===== src/sv/sawm_pkg.sv =====
// ----------------------------------------------------------------------------
// Steer angle wheel mixer package
// Shared widths, command codes and angle limits for the wheel mixer.
// ----------------------------------------------------------------------------
package sawm_pkg;

    localparam int CODE_BITS      = 8;
    localparam int ANGLE_BITS     = 9;
    localparam int RAMP_BITS      = 7;
    localparam int DUTY_BITS_DEF  = 8;
    localparam int MIN_DUTY_RESET = 50;

    localparam logic [CODE_BITS-1:0] CODE_STOP    = 8'd48;
    localparam logic [CODE_BITS-1:0] CODE_FORWARD = 8'd49;

    localparam int QUARTER_DEG = 90;

    localparam logic [ANGLE_BITS-1:0] ANGLE_QUARTER       = 9'd90;
    localparam logic [ANGLE_BITS-1:0] ANGLE_HALF          = 9'd180;
    localparam logic [ANGLE_BITS-1:0] ANGLE_THREE_QUARTER = 9'd270;
    localparam logic [ANGLE_BITS-1:0] ANGLE_FULL          = 9'd360;

endpackage


===== src/sv/sawm_if.sv =====
// ----------------------------------------------------------------------------
// Wheel mixer channel interfaces
// Valid/ready channels for drive commands and for wheel drive results.
// ----------------------------------------------------------------------------
interface sawm_cmd_if #(
    parameter int DUTY_BITS = 8
);
    import sawm_pkg::*;

    logic                  valid;
    logic                  ready;
    logic [CODE_BITS-1:0]  direction_code;
    logic [DUTY_BITS-1:0]  speed_duty;
    logic [ANGLE_BITS-1:0] steer_angle;

    modport source (output valid, direction_code, speed_duty, steer_angle, input ready);
    modport sink   (input valid, direction_code, speed_duty, steer_angle, output ready);
endinterface

interface sawm_drive_if #(
    parameter int DUTY_BITS = 8
);
    logic                 valid;
    logic                 ready;
    logic [DUTY_BITS-1:0] left_duty;
    logic                 left_reverse;
    logic [DUTY_BITS-1:0] right_duty;
    logic                 right_reverse;

    modport source (output valid, left_duty, left_reverse, right_duty, right_reverse,
                    input ready);
    modport sink   (input valid, left_duty, left_reverse, right_duty, right_reverse,
                    output ready);
endinterface


===== src/sv/sawm_ramp.sv =====
// ----------------------------------------------------------------------------
// Wheel mixer ramp datapath
// Two register stages: the ramp offset times the duty span, then an exact
// division by ninety through a reciprocal multiply.
// ----------------------------------------------------------------------------
module sawm_ramp #(
    parameter int DUTY_BITS = sawm_pkg::DUTY_BITS_DEF
) (
    input  logic                           clk,
    input  logic                           en_mul,
    input  logic                           en_div,
    input  logic [sawm_pkg::RAMP_BITS-1:0] x,
    input  logic [DUTY_BITS-1:0]           floor_duty,
    input  logic [DUTY_BITS-1:0]           full_duty,
    output logic [DUTY_BITS-1:0]           quot
);
    import sawm_pkg::*;

    localparam int PROD_BITS  = DUTY_BITS + RAMP_BITS;
    localparam int SHIFT      = PROD_BITS + RAMP_BITS;
    localparam int RECIP_BITS = SHIFT - 6;
    localparam int WIDE_BITS  = PROD_BITS + RECIP_BITS;
    localparam longint unsigned RECIP_L =
        ((64'd1 << SHIFT) + 64'(QUARTER_DEG - 1)) / 64'(QUARTER_DEG);
    localparam logic [RECIP_BITS-1:0] RECIP = RECIP_BITS'(RECIP_L);

    logic [DUTY_BITS-1:0] span;
    logic [PROD_BITS-1:0] prod_next;
    logic [PROD_BITS-1:0] prod_reg;
    logic [WIDE_BITS-1:0] wide;
    logic [DUTY_BITS-1:0] quot_reg;

    assign span      = full_duty - floor_duty;
    assign prod_next = PROD_BITS'(x) * PROD_BITS'(span);
    assign wide      = WIDE_BITS'(prod_reg) * WIDE_BITS'(RECIP);

    always_ff @(posedge clk)
    begin
        if (en_mul)
        begin
            prod_reg <= prod_next;
        end
        if (en_div)
        begin
            quot_reg <= wide[SHIFT +: DUTY_BITS];
        end
    end

    assign quot = quot_reg;

endmodule


===== src/sv/steer_angle_wheel_mixer_unit.sv =====
// ----------------------------------------------------------------------------
// Steer angle wheel mixer
// Turns a drive command into duty and direction for the left and right
// wheel pairs of a differential-drive car.
//
//   Channel    Role     Handshake    Content
//   cmd        sink     valid/ready  direction_code, speed_duty, steer_angle
//   drive      source   valid/ready  left/right duty and reverse flag
//   cfg_*      write    enable only  min_duty
//
// The pipeline has four stages (decode, span multiply, reciprocal divide,
// output mix) and accepts one command per cycle while it is not stalled.
// Each stage holds when the stage after it is full and stalled; a full output
// register does not block the stages behind it while they have room. Reset
// clears the valid bits and sets min_duty to 50. Commands with an invalid
// angle leave no result unless they are stop commands.
// ----------------------------------------------------------------------------
module steer_angle_wheel_mixer_unit #(
    parameter int DUTY_BITS = sawm_pkg::DUTY_BITS_DEF
) (
    input  logic                 clk,
    input  logic                 rst_n,
    input  logic                 cfg_we,
    input  logic [DUTY_BITS-1:0] cfg_wdata,
    sawm_cmd_if.sink             cmd,
    sawm_drive_if.source         drive
);
    import sawm_pkg::*;

    typedef struct packed {
        logic                 stop;
        logic                 ramp_left;
        logic                 left_rev;
        logic                 right_rev;
        logic [DUTY_BITS-1:0] lo;
        logic [DUTY_BITS-1:0] full;
    } side_t;

    logic [DUTY_BITS-1:0] min_duty_reg;

    logic [DUTY_BITS-1:0]  lo;
    logic [DUTY_BITS-1:0]  full;
    logic [ANGLE_BITS-1:0] ang;
    logic                  stop;
    logic                  fwd;
    logic                  keep;
    logic                  q1;
    logic                  q2;
    logic                  q3;
    logic [ANGLE_BITS-1:0] x_wide;
    side_t                 side_next;

    logic                 v1_reg;
    logic                 v2_reg;
    logic                 v3_reg;
    logic                 v4_reg;
    side_t                side1_reg;
    side_t                side2_reg;
    side_t                side3_reg;
    logic [RAMP_BITS-1:0] x1_reg;
    logic                 rdy1;
    logic                 rdy2;
    logic                 rdy3;
    logic                 rdy4;
    logic [DUTY_BITS-1:0] quot;
    logic [DUTY_BITS-1:0] ramp;

    logic [DUTY_BITS-1:0] left_duty_reg;
    logic [DUTY_BITS-1:0] left_duty_next;
    logic [DUTY_BITS-1:0] right_duty_reg;
    logic [DUTY_BITS-1:0] right_duty_next;
    logic                 left_rev_reg;
    logic                 right_rev_reg;

    always_ff @(posedge clk or negedge rst_n)
    begin
        if (!rst_n)
        begin
            min_duty_reg <= DUTY_BITS'(MIN_DUTY_RESET);
        end
        else if (cfg_we)
        begin
            min_duty_reg <= cfg_wdata;
        end
    end

    assign rdy4      = !v4_reg || drive.ready;
    assign rdy3      = !v3_reg || rdy4;
    assign rdy2      = !v2_reg || rdy3;
    assign rdy1      = !v1_reg || rdy2;
    assign cmd.ready = rdy1;

    // Decode: speed floor, quadrant, ramp offset and directions.
    always_comb
    begin
        lo   = min_duty_reg;
        full = (cmd.speed_duty < lo) ? lo : cmd.speed_duty;
        ang  = cmd.steer_angle;
        stop = (cmd.direction_code == CODE_STOP);
        fwd  = (cmd.direction_code == CODE_FORWARD);
        keep = stop || ((ang != '0) && (ang <= ANGLE_FULL));
        q1   = (ang <= ANGLE_QUARTER);
        q2   = !q1 && (ang <= ANGLE_HALF);
        q3   = !q1 && !q2 && (ang <= ANGLE_THREE_QUARTER);

        side_next.stop = stop;
        side_next.lo   = lo;
        side_next.full = full;
        if (q1)
        begin
            x_wide              = ang;
            side_next.ramp_left = 1'b0;
            side_next.left_rev  = !fwd;
            side_next.right_rev = 1'b1;
        end
        else if (q2)
        begin
            x_wide              = ANGLE_HALF - ang;
            side_next.ramp_left = 1'b1;
            side_next.left_rev  = 1'b1;
            side_next.right_rev = !fwd;
        end
        else if (q3)
        begin
            x_wide              = fwd ? (ang - ANGLE_HALF) : (ANGLE_THREE_QUARTER - ang);
            side_next.ramp_left = 1'b1;
            side_next.left_rev  = 1'b0;
            side_next.right_rev = !fwd;
        end
        else
        begin
            x_wide              = ANGLE_FULL - ang;
            side_next.ramp_left = 1'b0;
            side_next.left_rev  = !fwd;
            side_next.right_rev = 1'b0;
        end
    end

    always_ff @(posedge clk or negedge rst_n)
    begin
        if (!rst_n)
        begin
            v1_reg <= 1'b0;
            v2_reg <= 1'b0;
            v3_reg <= 1'b0;
            v4_reg <= 1'b0;
        end
        else
        begin
            if (rdy1)
            begin
                v1_reg <= cmd.valid && keep;
            end
            if (rdy2)
            begin
                v2_reg <= v1_reg;
            end
            if (rdy3)
            begin
                v3_reg <= v2_reg;
            end
            if (rdy4)
            begin
                v4_reg <= v3_reg;
            end
        end
    end

    always_ff @(posedge clk)
    begin
        if (rdy1)
        begin
            side1_reg <= side_next;
            x1_reg    <= x_wide[RAMP_BITS-1:0];
        end
        if (rdy2)
        begin
            side2_reg <= side1_reg;
        end
        if (rdy3)
        begin
            side3_reg <= side2_reg;
        end
        if (rdy4)
        begin
            left_duty_reg  <= left_duty_next;
            right_duty_reg <= right_duty_next;
            left_rev_reg   <= side3_reg.left_rev && !side3_reg.stop;
            right_rev_reg  <= side3_reg.right_rev && !side3_reg.stop;
        end
    end

    sawm_ramp #(
        .DUTY_BITS (DUTY_BITS)
    ) u_ramp (
        .clk        (clk),
        .en_mul     (rdy2),
        .en_div     (rdy3),
        .x          (x1_reg),
        .floor_duty (side1_reg.lo),
        .full_duty  (side1_reg.full),
        .quot       (quot)
    );

    always_comb
    begin
        ramp = side3_reg.lo + quot;
        if (side3_reg.stop)
        begin
            left_duty_next  = '0;
            right_duty_next = '0;
        end
        else if (side3_reg.ramp_left)
        begin
            left_duty_next  = ramp;
            right_duty_next = side3_reg.full;
        end
        else
        begin
            left_duty_next  = side3_reg.full;
            right_duty_next = ramp;
        end
    end

    assign drive.valid         = v4_reg;
    assign drive.left_duty     = left_duty_reg;
    assign drive.left_reverse  = left_rev_reg;
    assign drive.right_duty    = right_duty_reg;
    assign drive.right_reverse = right_rev_reg;

endmodule


===== src/flat_wrapper.sv =====
// flat-port wrapper written by rule: the top's interface ports become plain ports
module steer_angle_wheel_mixer_unit_flat import sawm_pkg::*;
#(
    parameter int DUTY_BITS = sawm_pkg::DUTY_BITS_DEF
)
  (clk, rst_n, cfg_we, cfg_wdata, cmd_valid, cmd_direction_code, cmd_speed_duty, cmd_steer_angle, cmd_ready, drive_valid, drive_left_duty, drive_left_reverse, drive_right_duty, drive_right_reverse, drive_ready);
  sawm_cmd_if #(.DUTY_BITS(DUTY_BITS)) cmd_i ();
  sawm_drive_if #(.DUTY_BITS(DUTY_BITS)) drive_i ();
  input  logic clk;
  input  logic rst_n;
  input  logic cfg_we;
  input  logic [DUTY_BITS-1:0] cfg_wdata;
  input wire logic [$bits(cmd_i.valid)-1:0] cmd_valid;
  input wire logic [$bits(cmd_i.direction_code)-1:0] cmd_direction_code;
  input wire logic [$bits(cmd_i.speed_duty)-1:0] cmd_speed_duty;
  input wire logic [$bits(cmd_i.steer_angle)-1:0] cmd_steer_angle;
  output wire logic [$bits(cmd_i.ready)-1:0] cmd_ready;
  output wire logic [$bits(drive_i.valid)-1:0] drive_valid;
  output wire logic [$bits(drive_i.left_duty)-1:0] drive_left_duty;
  output wire logic [$bits(drive_i.left_reverse)-1:0] drive_left_reverse;
  output wire logic [$bits(drive_i.right_duty)-1:0] drive_right_duty;
  output wire logic [$bits(drive_i.right_reverse)-1:0] drive_right_reverse;
  input wire logic [$bits(drive_i.ready)-1:0] drive_ready;
  assign cmd_i.valid = cmd_valid;
  assign cmd_i.direction_code = cmd_direction_code;
  assign cmd_i.speed_duty = cmd_speed_duty;
  assign cmd_i.steer_angle = cmd_steer_angle;
  assign cmd_ready = cmd_i.ready;
  assign drive_valid = drive_i.valid;
  assign drive_left_duty = drive_i.left_duty;
  assign drive_left_reverse = drive_i.left_reverse;
  assign drive_right_duty = drive_i.right_duty;
  assign drive_right_reverse = drive_i.right_reverse;
  assign drive_i.ready = drive_ready;
  steer_angle_wheel_mixer_unit #(.DUTY_BITS(DUTY_BITS)) u_core (.clk(clk), .rst_n(rst_n), .cfg_we(cfg_we), .cfg_wdata(cfg_wdata), .cmd(cmd_i), .drive(drive_i));
endmodule

===== config.mk =====
export PLATFORM = sky130hd
export DESIGN_NAME = steer_angle_wheel_mixer_unit_flat
export DESIGN_NICKNAME = d
export VERILOG_FILES = /design/src/sv/sawm_pkg.sv /design/src/sv/sawm_if.sv /design/src/sv/sawm_ramp.sv /design/src/sv/steer_angle_wheel_mixer_unit.sv /design/src/flat_wrapper.sv
export SDC_FILE = /design/constraint.sdc
export NUM_CORES = 1
export LEC_CHECK = 0
export ABC_AREA = 1
export BUFFER_PORTS_ARGS = -buffer_cell sky130_fd_sc_hd__buf_2
export CORE_ASPECT_RATIO = 0.7
export CORE_MARGIN = 1.5
export CORE_UTILIZATION = 29
export DETAILED_ROUTE_END_ITERATION = 8
export HOLD_SLACK_MARGIN = 0.08
export PLACE_DENSITY = 0.54
export SYNTH_ARGS = -nofsm -noshare
export SYNTH_HDL_FRONTEND = slang
export SYNTH_SLANG_ARGS = --single-unit

===== constraint.sdc =====
create_clock -name clk -period 12.2 [get_ports clk]
set_input_delay 1.22 -clock clk [delete_from_list [all_inputs] [get_ports clk]]
set_output_delay 1.22 -clock clk [all_outputs]
set_load 0.05 [all_outputs]

==> results of run 1 <==
==> worst max-delay path, delay by kind of cell (launching register included) <==
family / cells / cell delay (ns)
simple gates: 1 / 0.13
fa+ha+maj: 7 / 3.03
xor+xnor: 2 / 0.72
compound gates: 5 / 0.90
buf+inv: 4 / 0.19
flops: 1 / 0.42
==> layout by cell type, fill, tap and decap left out, drive strengths merged <==
cell type and n:
xor2 23, o211ai 2, bufinv 3, nor3 10, a21boi 1, a21oi 60
fa 78, ha 166, a31oi 3, clkbuf 18, nor2 91, o21ai 58
buf 60, nand2 221, dfrtp 9, edfxtp 108, a211oi 5, dfstp 3
o21a 2, clkinv 11, a21o 9, nand4 11, o21bai 3, xnor2 13
nor4 3, nand3 47, clkinvlp 2, inv 267, or2 6, nand3b 2
==> layer usage <==
layer  vias up  routed length, um  global-route usage
met4         0                130              0.0236
met5         -                  0                   0
met2       140               9060               0.175
li1       4047                  -                   -
met1      3686              13800               0.207
met3        13               1010              0.0254
==> Yosys cell counts (3+ instances only) <==
cell type	instances	area (um^2)
dfstp_2	3	78.8
xor2_1	21	184
or2_1	3	18.8
nor2_1	89	334
nand3_1	45	225
o21ai_0	52	260
nand4_1	11	68.8
clkbuf_1	6	22.5
a211oi_1	5	37.5
o21bai_1	3	22.5
nand2_2	5	31.3
or2_2	3	18.8
nand2_1	216	811
o21ai_1	5	25.0
xnor2_1	13	114
a21oi_1	59	295
edfxtp_1	108	3240
a31oi_1	3	18.8
inv_2	6	22.5
nor3_1	9	45.0
a21o_1	9	67.6
ha_1	166	2080
dfrtp_1	9	225
inv_1	259	972
fa_1	78	1560
==> cell families after synthesis <==
family                     count (synthesis)  share of synthesized area
DFF                                      120                      0.323
xor gates and xnor gates                  36                     0.0300
adders and majority gates                244                      0.331
and+or+nand+nor                          391                      0.149
AOI/OAI and AO/OA                        143                     0.0711
buffers and inverters                    278                     0.0959
==> metrics by stage <==
step           cells  setup slack, ns  hold WS, ns  area [um^2]
3_3_place_gp    1751             6.66        0.402        11900
6_report        1783             6.56        0.415        12500
5_1_grt         1783             6.30        0.424        12500
2_1_floorplan   1212             7.09        0.400        11000
3_5_place_dp    1751             6.60        0.405        11900
4_1_cts         1783             6.59        0.417        12500
==> final timing paths <==
path | from | end | cells after the start
min | u_core.side2_reg[8]$_DFFE_PP_ | u_core.side3_reg[8]$_DFFE_PP_ | 0
max reg2reg | u_core.side1_reg[8]$_DFFE_PP_ | u_core.u_ramp.prod_reg[13]$_DFFE_PP_ | 19
min reg2reg | u_core.side2_reg[8]$_DFFE_PP_ | u_core.side3_reg[8]$_DFFE_PP_ | 0
max in group asynchronous | rst_n | u_core.lo[1]$_DFFE_PN1P_ | 1
min in group asynchronous | rst_n | u_core.drive.valid$_DFFE_PN0P_ | 1
max | u_core.side1_reg[8]$_DFFE_PP_ | u_core.u_ramp.prod_reg[13]$_DFFE_PP_ | 19
==> cell type report <==
cell class / instances / area [um^2] / area share
tap: 488 / 611 / 0.0489
inverter: 269 / 1020 / 0.0814
multi-input combinational: 814 / 6390 / 0.512
clock buffer: 18 / 429 / 0.0344
sequential: 120 / 3550 / 0.284
timing repair buffer: 60 / 308 / 0.0247
clock inverter: 14 / 175 / 0.0140
==> qor.txt, run 1 <==
Outcome -> complete, no violations
Core area -> 37300 um^2
Critical path data arrival time -> 5.80 ns
# Post-CTS Setup Buffers -> 0
Clock Skew -> 0.00806 ns
Worst EP required -> 12.36 ns
Final Util -> 0.335
CTS Buffer Depth -> 2
Sequential fraction of the synthesis area -> 0.323
Pin count of the biggest net entering global routing -> 36
Finish-stage setup viols -> 0
Syn Nets -> 1494
Slew headroom -> 0.467
RSZ-0062 raised after global routing -> no
Post-synth cell types -> 44
NumNets Final -> 1564
Ant. Diodes -> 0
Nature of the critical path endpoint -> register
GRT overflow -> 0
Worst skew pair latency -> 0.41 ns
# H-tree levels -> 4
Max-slew violations -> 0
DR iter-0 viols -> 476
Io pins -> 58
Layout area overhead -> 13.5%
Hold crit path type -> register to register
Setup slack, reg-to-reg -> 6.56 ns
Die width -> 236 um
Reg clk slew, reported paths -> 0.06 ns
Post-Syn Area -> 11000 um^2
CTS Sinks -> 120
IO Port Bufs -> 57
WL/cell -> 13.5 um
Mean Syn Cell Area -> 9.07 um^2
Mapped Cells -> 1212
DRT antenna net count -> 0
Synth Flop Type -> edfxtp_1
EDFF count, synth -> 108
CTS buffer count -> 17
Worst slew pin tran -> 0.794 ns
Post-synthesis async set-or-reset flop share -> 0.100
Total GRT Usage -> 0.129
Critical path type -> register to register
Cell mode on critical path -> fa_1
Vias in the first global route -> 7898
Post-cts resize count -> 0
Residual DRC count -> 0
Fmax -> 0.177 GHz
CP max stage delay -> 0.56 ns
Root buffer cell -> clkbuf_16
Cell Chain, Critical Path -> ha_1 > fa_1 > o21ai_1 > xor2_1 > nor2_1 > fa_1 > inv_1 > fa_1 > inv_1 > fa_1 > inv_1 > fa_1 > inv_1 > ha_1 > a21oi_1 > o21ai_0 > a21oi_1 > o21ai_0 > xor2_1
DIE AREA -> 39100 um^2
Vias -> 7886
TritonCTS clock tree -> built
Post-synthesis register bit count -> 120
Tcrit/Tclk final -> 0.462
Worst-path fanout max -> 7
Initial antenna violation count -> 0
Die H -> 166 um
Max cap viols -> 0
Slowest CP cell -> xor2_1
Layout fillers -> 3816
HPWL Detailed -> 20.2 mm
Global-route wire length before repair -> 40.5 mm
RePlAce Congestion -> 0.883
Num rows -> 59
Final min period -> 5.64 ns
Syn. warnings -> 0
Critical Path Source Type -> register
Initial core utilization -> 0.295
Share of cells above drive strength 1 -> 0.0919
Hold_buf cts -> 0
Router iterations before antenna repair -> 5
TNS Setup -> 0 ns
Final hold vios -> 0
WL final -> 24.0 mm
Post-DR vias/cell -> 4.42
Power of run 1 is left out: the tool's default activity adds up to more than one toggle a clock period on the data nets, which glitch-free logic cannot reach.
==> inputs of run 2 (changes only) <==
--- a/config.mk
+++ b/config.mk
@@ -5,7 +5,7 @@
 export SDC_FILE = /design/constraint.sdc
 export NUM_CORES = 1
 export LEC_CHECK = 0
-export ABC_AREA = 1
+export ABC_AREA = 0
 export BUFFER_PORTS_ARGS = -buffer_cell sky130_fd_sc_hd__buf_2
 export CORE_ASPECT_RATIO = 0.7
 export CORE_MARGIN = 1.5
==> constraint.sdc (replaced) <==
create_clock -name clk -period 5.48 [get_ports clk]
set_input_delay 0.548 -clock clk [delete_from_list [all_inputs] [get_ports clk]]
set_output_delay 0.548 -clock clk [all_outputs]
set_load 0.05 [all_outputs]
==> run 2 against run 1 <==
Synthesized cell count fell by 22%. Critical endpoint is now u_core.u_ramp.quot[4]$_DFFE_PP_. Critical path depth grew 1. Worst hold slack got worse by 0.066 ns. Maximum frequency rose by 7.2%. Largest cell class unchanged. Design area fell by 1.3%. Highest routed layer unchanged.
==> qor.txt, run 2 <==
Commonest non-fill, non-tap cell in the layout -> inv_1
Outcome -> complete, no violations
Finish-stage setup viols -> 0
Worst-path fanout max -> 3
Root buffer cell -> clkbuf_16
Reg clk slew, reported paths -> 0.06 ns
Worst slew pin tran -> 0.950 ns
Max cap viols -> 0
Synth Flop Type -> edfxtp_1
Sequential fraction of the synthesis area -> 0.340
Critical path data arrival time -> 5.41 ns
Worst skew pair latency -> 0.41 ns
Mapped Cells -> 949
Post-Synth Simple-Gate Area -> 0.102
Total GRT Usage -> 0.122
Pin count of the biggest net entering global routing -> 37
Post-Syn Area -> 10400 um^2
Tcrit/Tclk final -> 0.960
Core area -> 35000 um^2
Setup WS post-layout -> 0.220 ns
WL final -> 22.0 mm
GRT overflow -> 0
WL/cell -> 14.4 um
EDFF count, synth -> 108
Nature of the critical path endpoint -> register
RSZ-0062 raised after global routing -> yes
Initial core utilization -> 0.298
RePlAce Congestion -> 0.818
Top cells by instance count after synthesis -> 174 x inv_1, 166 x ha_1, 108 x edfxtp_1
Largest family of logic cells by synthesized area -> adder cells
Post-synth top area share -> 0.311
Xor-xnor portion of the synthesized cell area -> 0.0311
Post-DR vias/cell -> 4.39
Layout area overhead -> 18.2%
Post-Synth Adder-Cell Area -> 0.349
Router iterations before antenna repair -> 4
Largest area contributor in the netlist -> edfxtp_1
TritonCTS clock tree -> built
Dpl ws -> -0.0342 ns
Final min period -> 5.26 ns
Cell mode on critical path -> inv_1
Num rows -> 57
CTS buffer count -> 17
DRT antenna net count -> 0
Residual DRC count -> 0
Syn Nets -> 1231
Hold crit path type -> primary input to register
Fmax -> 0.190 GHz
Ranking of synthesized cells by area -> edfxtp_1 31%, ha_1 20%, fa_1 15%
Post-synthesis compound-gate area fraction -> 0.0913
DIE AREA -> 37100 um^2
Slew headroom -> 0.367
Post-synthesis register bit count -> 120
NumNets Final -> 1328
Syn. warnings -> 0
Share of cells above drive strength 1 -> 0.177
CP max stage delay -> 0.54 ns
Vias -> 6725
DR iter-0 viols -> 378
Die width -> 230 um
Vias in the first global route -> 6767
Io pins -> 58
Most frequent cells in the layout -> 173 x inv_1, 158 x ha_1, 108 x edfxtp_1, 77 x fa_1, 57 x buf_2
# H-tree levels -> 4
Die H -> 162 um
Mean Syn Cell Area -> 11.0 um^2
Slowest CP cell -> fa_1
Mux share of post-synthesis cell area -> 0.0164
Critical path type -> register to register
Post-synth cell types -> 74
CTS Sinks -> 120
HPWL Detailed -> 17.9 mm
Max-slew violations -> 0
Critical Path Source Type -> register
Worst EP required -> 5.63 ns
Final hold vios -> 0
Final Util -> 0.352
Clock Skew -> 0.00838 ns
Ant. Diodes -> 0
Post-synthesis async set-or-reset flop share -> 0.100
CTS Buffer Depth -> 2
Cell Chain, Critical Path -> ha_1 > inv_1 > fa_1 > inv_1 > fa_1 > inv_1 > fa_1 > inv_1 > fa_1 > inv_1 > fa_1 > inv_1 > ha_1 > nor4_1 > nand2_1 > o22ai_2 > nand2_1 > a21o_1 > a211oi_1 > nor3_1
IO Port Bufs -> 57
Count leader, synth -> inv_1
Global-route wire length before repair -> 35.8 mm
Initial antenna violation count -> 0
[run 2: repair_timing]
| item | in CTS | in global routing |
|---|---|---|
| endpoints found under the hold margin | 9 | 0 |
| gates resized for setup | 10 | 46 |
| setup buffers | 5 | 6 |
| setup endpoints to repair | 2 | 10 |
| hold buffers | 1 | 0 |
| pin swaps | 9 | 33 |
[run 2: cell type report]
cell class                 count  area (um^2)
fill                        3456        22700
multi-input combinational    640         6440
sequential                   120         3550
inverter                     176          661
tap                          472          591
timing repair buffer          91          543
clock buffer                  20          437
clock inverter                12          104
[run 2: logic make-up (layout without fill, tap and decap cells)]
kind of cell               after synthesis  after routing
and+or+nand+nor                        206            206
AOI/OAI and AO/OA                      137            137
buffers and inverters                  189            299
DFF                                    120            120
xor gates and xnor gates                37             37
adders and majority gates              244            244
muxes                                   16             16
[run 2: stage by stage]
step	TNS, ns	instances	area [um^2]	hold slack (ns)
2_1_floorplan	0	949	10400	0.252
3_3_place_gp	0	1487	11400	0.401
3_5_place_dp	-0.0478	1487	11400	0.405
4_1_cts	0	1525	12100	0.334
5_1_grt	-0.0537	1531	12300	0.353
6_report	0	1531	12300	0.349
[run 2: critical path: cells and delay by family, from the launching register on]
family | cells | cell delay (ns)
fa+ha+maj | 7 | 3.16
compound gates | 3 | 0.62
simple gates | 4 | 0.49
flops | 1 | 0.39
buf+inv | 6 | 0.32
[run 2: path summary, 6_finish.rpt]
kind | from | to | slack, ns | cells after the start
max in group asynchronous | rst_n | u_core.lo[4]$_DFFE_PN1P_ | 4.64 | 2
min | cfg_wdata[5] | u_core.lo[5]$_DFFE_PN1P_ | 0.35 | 3
max reg2reg | u_core.u_ramp.prod_reg[1]$_DFFE_PP_ | u_core.u_ramp.quot[4]$_DFFE_PP_ | 0.22 | 20
min reg2reg | u_core.side2_reg[7]$_DFFE_PP_ | u_core.side3_reg[7]$_DFFE_PP_ | 0.41 | 0
max | u_core.u_ramp.prod_reg[1]$_DFFE_PP_ | u_core.u_ramp.quot[4]$_DFFE_PP_ | 0.22 | 20
min in group asynchronous | rst_n | u_core.drive.valid$_DFFE_PN0P_ | 0.56 | 2
[run 2: per-layer routing]
metal / track usage / wire [um] / up-vias
li1: - / - / 3429
met1: 0.197 / 12400 / 3202
met2: 0.167 / 8850 / 82
met3: 0.0216 / 718 / 12
met4: 0.0233 / 97 / 0
met5: 0 / 0 / -
Power of run 2 is left out for the same reason.
==> inputs of run 3 (changes only) <==
--- a/config.mk
+++ b/config.mk
@@ -15,4 +15,5 @@
 export PLACE_DENSITY = 0.54
 export SYNTH_ARGS = -nofsm -noshare
 export SYNTH_HDL_FRONTEND = slang
+export SYNTH_HIERARCHICAL = 1
 export SYNTH_SLANG_ARGS = --single-unit
==> run 3 against run 2 <==
Die area rose by 2.9%. Sequential share of layout area fell by 0.98 points. First-iteration DRC count rose by 31%. Design area rose by 3.5%. Setup slack got worse by 0.11 ns. Critical path depth rose by 5. Maximum frequency fell by 2.1%. Non-clock buffer count rose by 15. Synthesized area rose by 3.0%. Global-route usage rose by 0.92 points.
==> qor.txt, run 3 <==
Ant. Diodes -> 0
Root buffer cell -> clkbuf_16
Initial core utilization -> 0.297
Count leader, synth -> inv_1
Vias -> 7516
Mean Syn Cell Area -> 10.7 um^2
Die H -> 164 um
Max cap viols -> 0
Post-DR vias/cell -> 4.69
Largest family of logic cells by synthesized area -> adder cells
RePlAce Congestion -> 0.853
Post-synth top area share -> 0.302
TritonCTS clock tree -> built
Multi-input combinational cell area -> 6750 um^2
Worst EP required -> 5.65 ns
Slowest CP cell -> fa_1
Initial antenna violation count -> 1
Layout area overhead -> 18.8%
Clock Skew -> 0.0134 ns
HPWL Detailed -> 19.0 mm
CTS Sinks -> 120
Final Util -> 0.352
DIE AREA -> 38200 um^2
Tcrit/Tclk final -> 0.980
Post-synth cell types -> 79
Sequential fraction of the synthesis area -> 0.330
NumNets Final -> 1394
Max-slew violations -> 0
Mapped Cells -> 1004
Worst skew pair latency -> 0.42 ns
# H-tree levels -> 4
Post-Synth Simple-Gate Area -> 0.113
TNS Setup -> 0 ns
Critical Path Source Type -> register
Post-synthesis compound-gate area fraction -> 0.120
Reg clk slew, reported paths -> 0.06 ns
WL/cell -> 15.1 um
Post-synthesis register bit count -> 120
Post-synthesis async set-or-reset flop share -> 0.100
Worst-path fanout max -> 3
DR iter-0 viols -> 497
CTS Buffer Depth -> 2
Outcome -> complete, no violations
CP max stage delay -> 0.52 ns
Syn Nets -> 1287
Final hold vios -> 0
Router iterations before antenna repair -> 5
Top cells by instance count after synthesis -> 170 x inv_1, 167 x ha_1, 108 x edfxtp_1
Ranking of synthesized cells by area -> edfxtp_1 30%, ha_1 19%, fa_1 15%
Post-Synth Adder-Cell Area -> 0.340
Most frequent cells in the layout -> 160 x inv_1, 155 x ha_1, 108 x edfxtp_1, 77 x fa_1, 59 x nand2_1
RSZ-0062 raised after global routing -> yes
CTS buffer count -> 17
Final min period -> 5.37 ns
Finish-stage setup viols -> 0
Die width -> 233 um
Hold crit path type -> primary input to register
Layout fillers -> 3562
Io pins -> 58
Share of cells above drive strength 1 -> 0.179
Global-route wire length before repair -> 39.3 mm
Commonest non-fill, non-tap cell in the layout -> inv_1
Reg area -> 3550 um^2
Post-Syn Area -> 10700 um^2
Nature of the critical path endpoint -> register
IO Port Bufs -> 57
Xor-xnor portion of the synthesized cell area -> 0.0253
Num rows -> 58
Worst slew pin tran -> 0.942 ns
Core area -> 36200 um^2
DRT antenna net count -> 0
Slew headroom -> 0.371
Vias in the first global route -> 7385
Largest area contributor in the netlist -> edfxtp_1
Syn. warnings -> 6
Residual DRC count -> 0
Mux share of post-synthesis cell area -> 0.00478
Synth Flop Type -> edfxtp_1
EDFF count, synth -> 108
Total GRT Usage -> 0.131
Critical path data arrival time -> 5.54 ns
Pin count of the biggest net entering global routing -> 37
GRT overflow -> 0
WL final -> 24.2 mm
Critical path type -> register to register
Fmax -> 0.186 GHz
[run 3: layout make-up]
type                            instances  area share
Clock inverter                         10     0.00765
Inverter                              170      0.0500
Multi-Input combinational cell        696       0.529
Sequential cell                       120       0.278
Tap cell                              480      0.0471
Timing Repair Buffer                  106      0.0517
Clock buffer                           22      0.0364
[run 3: final timing paths]
kind / slack (ns) / depth (start not counted) / to / startpoint
worst max-delay path: 0.11 / 25 / u_core/u_ramp/prod_reg[14]$_DFFE_PP_ / u_core/side1_reg[1]$_DFFE_PP_
worst min-delay path: 0.34 / 3 / u_core/lo[5]$_DFFE_PN1P_ / cfg_wdata[5]
worst max register to register: 0.11 / 25 / u_core/u_ramp/prod_reg[14]$_DFFE_PP_ / u_core/side1_reg[1]$_DFFE_PP_
worst min register to register: 0.42 / 0 / u_core/side3_reg[16]$_DFFE_PP_ / u_core/side2_reg[16]$_DFFE_PP_
max in group asynchronous: 4.60 / 2 / u_core/lo[4]$_DFFE_PN1P_ / rst_n
min in group asynchronous: 0.58 / 2 / u_core/lo[0]$_DFFE_PN0P_ / rst_n
[run 3: metrics by stage]
step           instance area [um^2]  cells  hold slack (ns)  worst slack [ns]
6_report                      12800   1604            0.340             0.108
5_1_grt                       12800   1604            0.334            -0.144
4_1_cts                       12500   1596            0.313          0.000475
3_5_place_dp                  11800   1557            0.405            -0.107
3_3_place_gp                  11800   1557            0.403           0.00604
2_1_floorplan                 10700   1004            0.252             0.111
[run 3: worst max-delay path, delay by kind of cell, from the launching register on]
| kind | cells | cell delay (ns) |
|---|---|---|
| simple gates | 5 | 0.55 |
| compound gates | 8 | 1.32 |
| buf+inv | 5 | 0.24 |
| xor+xnor | 1 | 0.08 |
| flops | 1 | 0.40 |
| fa+ha+maj | 6 | 2.53 |
[run 3: cell families after synthesis]
logic type,Yosys count
flip-flops,120
AND/OR/NAND/NOR,227
multiplexers,5
buffers and inverters,188
AO/OA/AOI/OAI,188
adder cells (fa/ha/maj),245
XOR/XNOR,31
[run 3: repair_timing]
item                                    4_1_cts  5_1_grt
hold buffers                                  1        0
setup buffers                                 6        8
gates resized for setup                       6       46
hold endpoints to repair                      9        0
pin swaps                                     9       38
endpoints found under the setup margin        4       13
[run 3: layer usage]
metal	wire, um	global-route usage	vias up
met3	1290	0.0318	11
met1	13400	0.208	3591
li1	-	-	3730
met5	11	0	-
met2	9440	0.178	182
met4	87	0.0238	2
Power of run 3 is left out for the same reason.
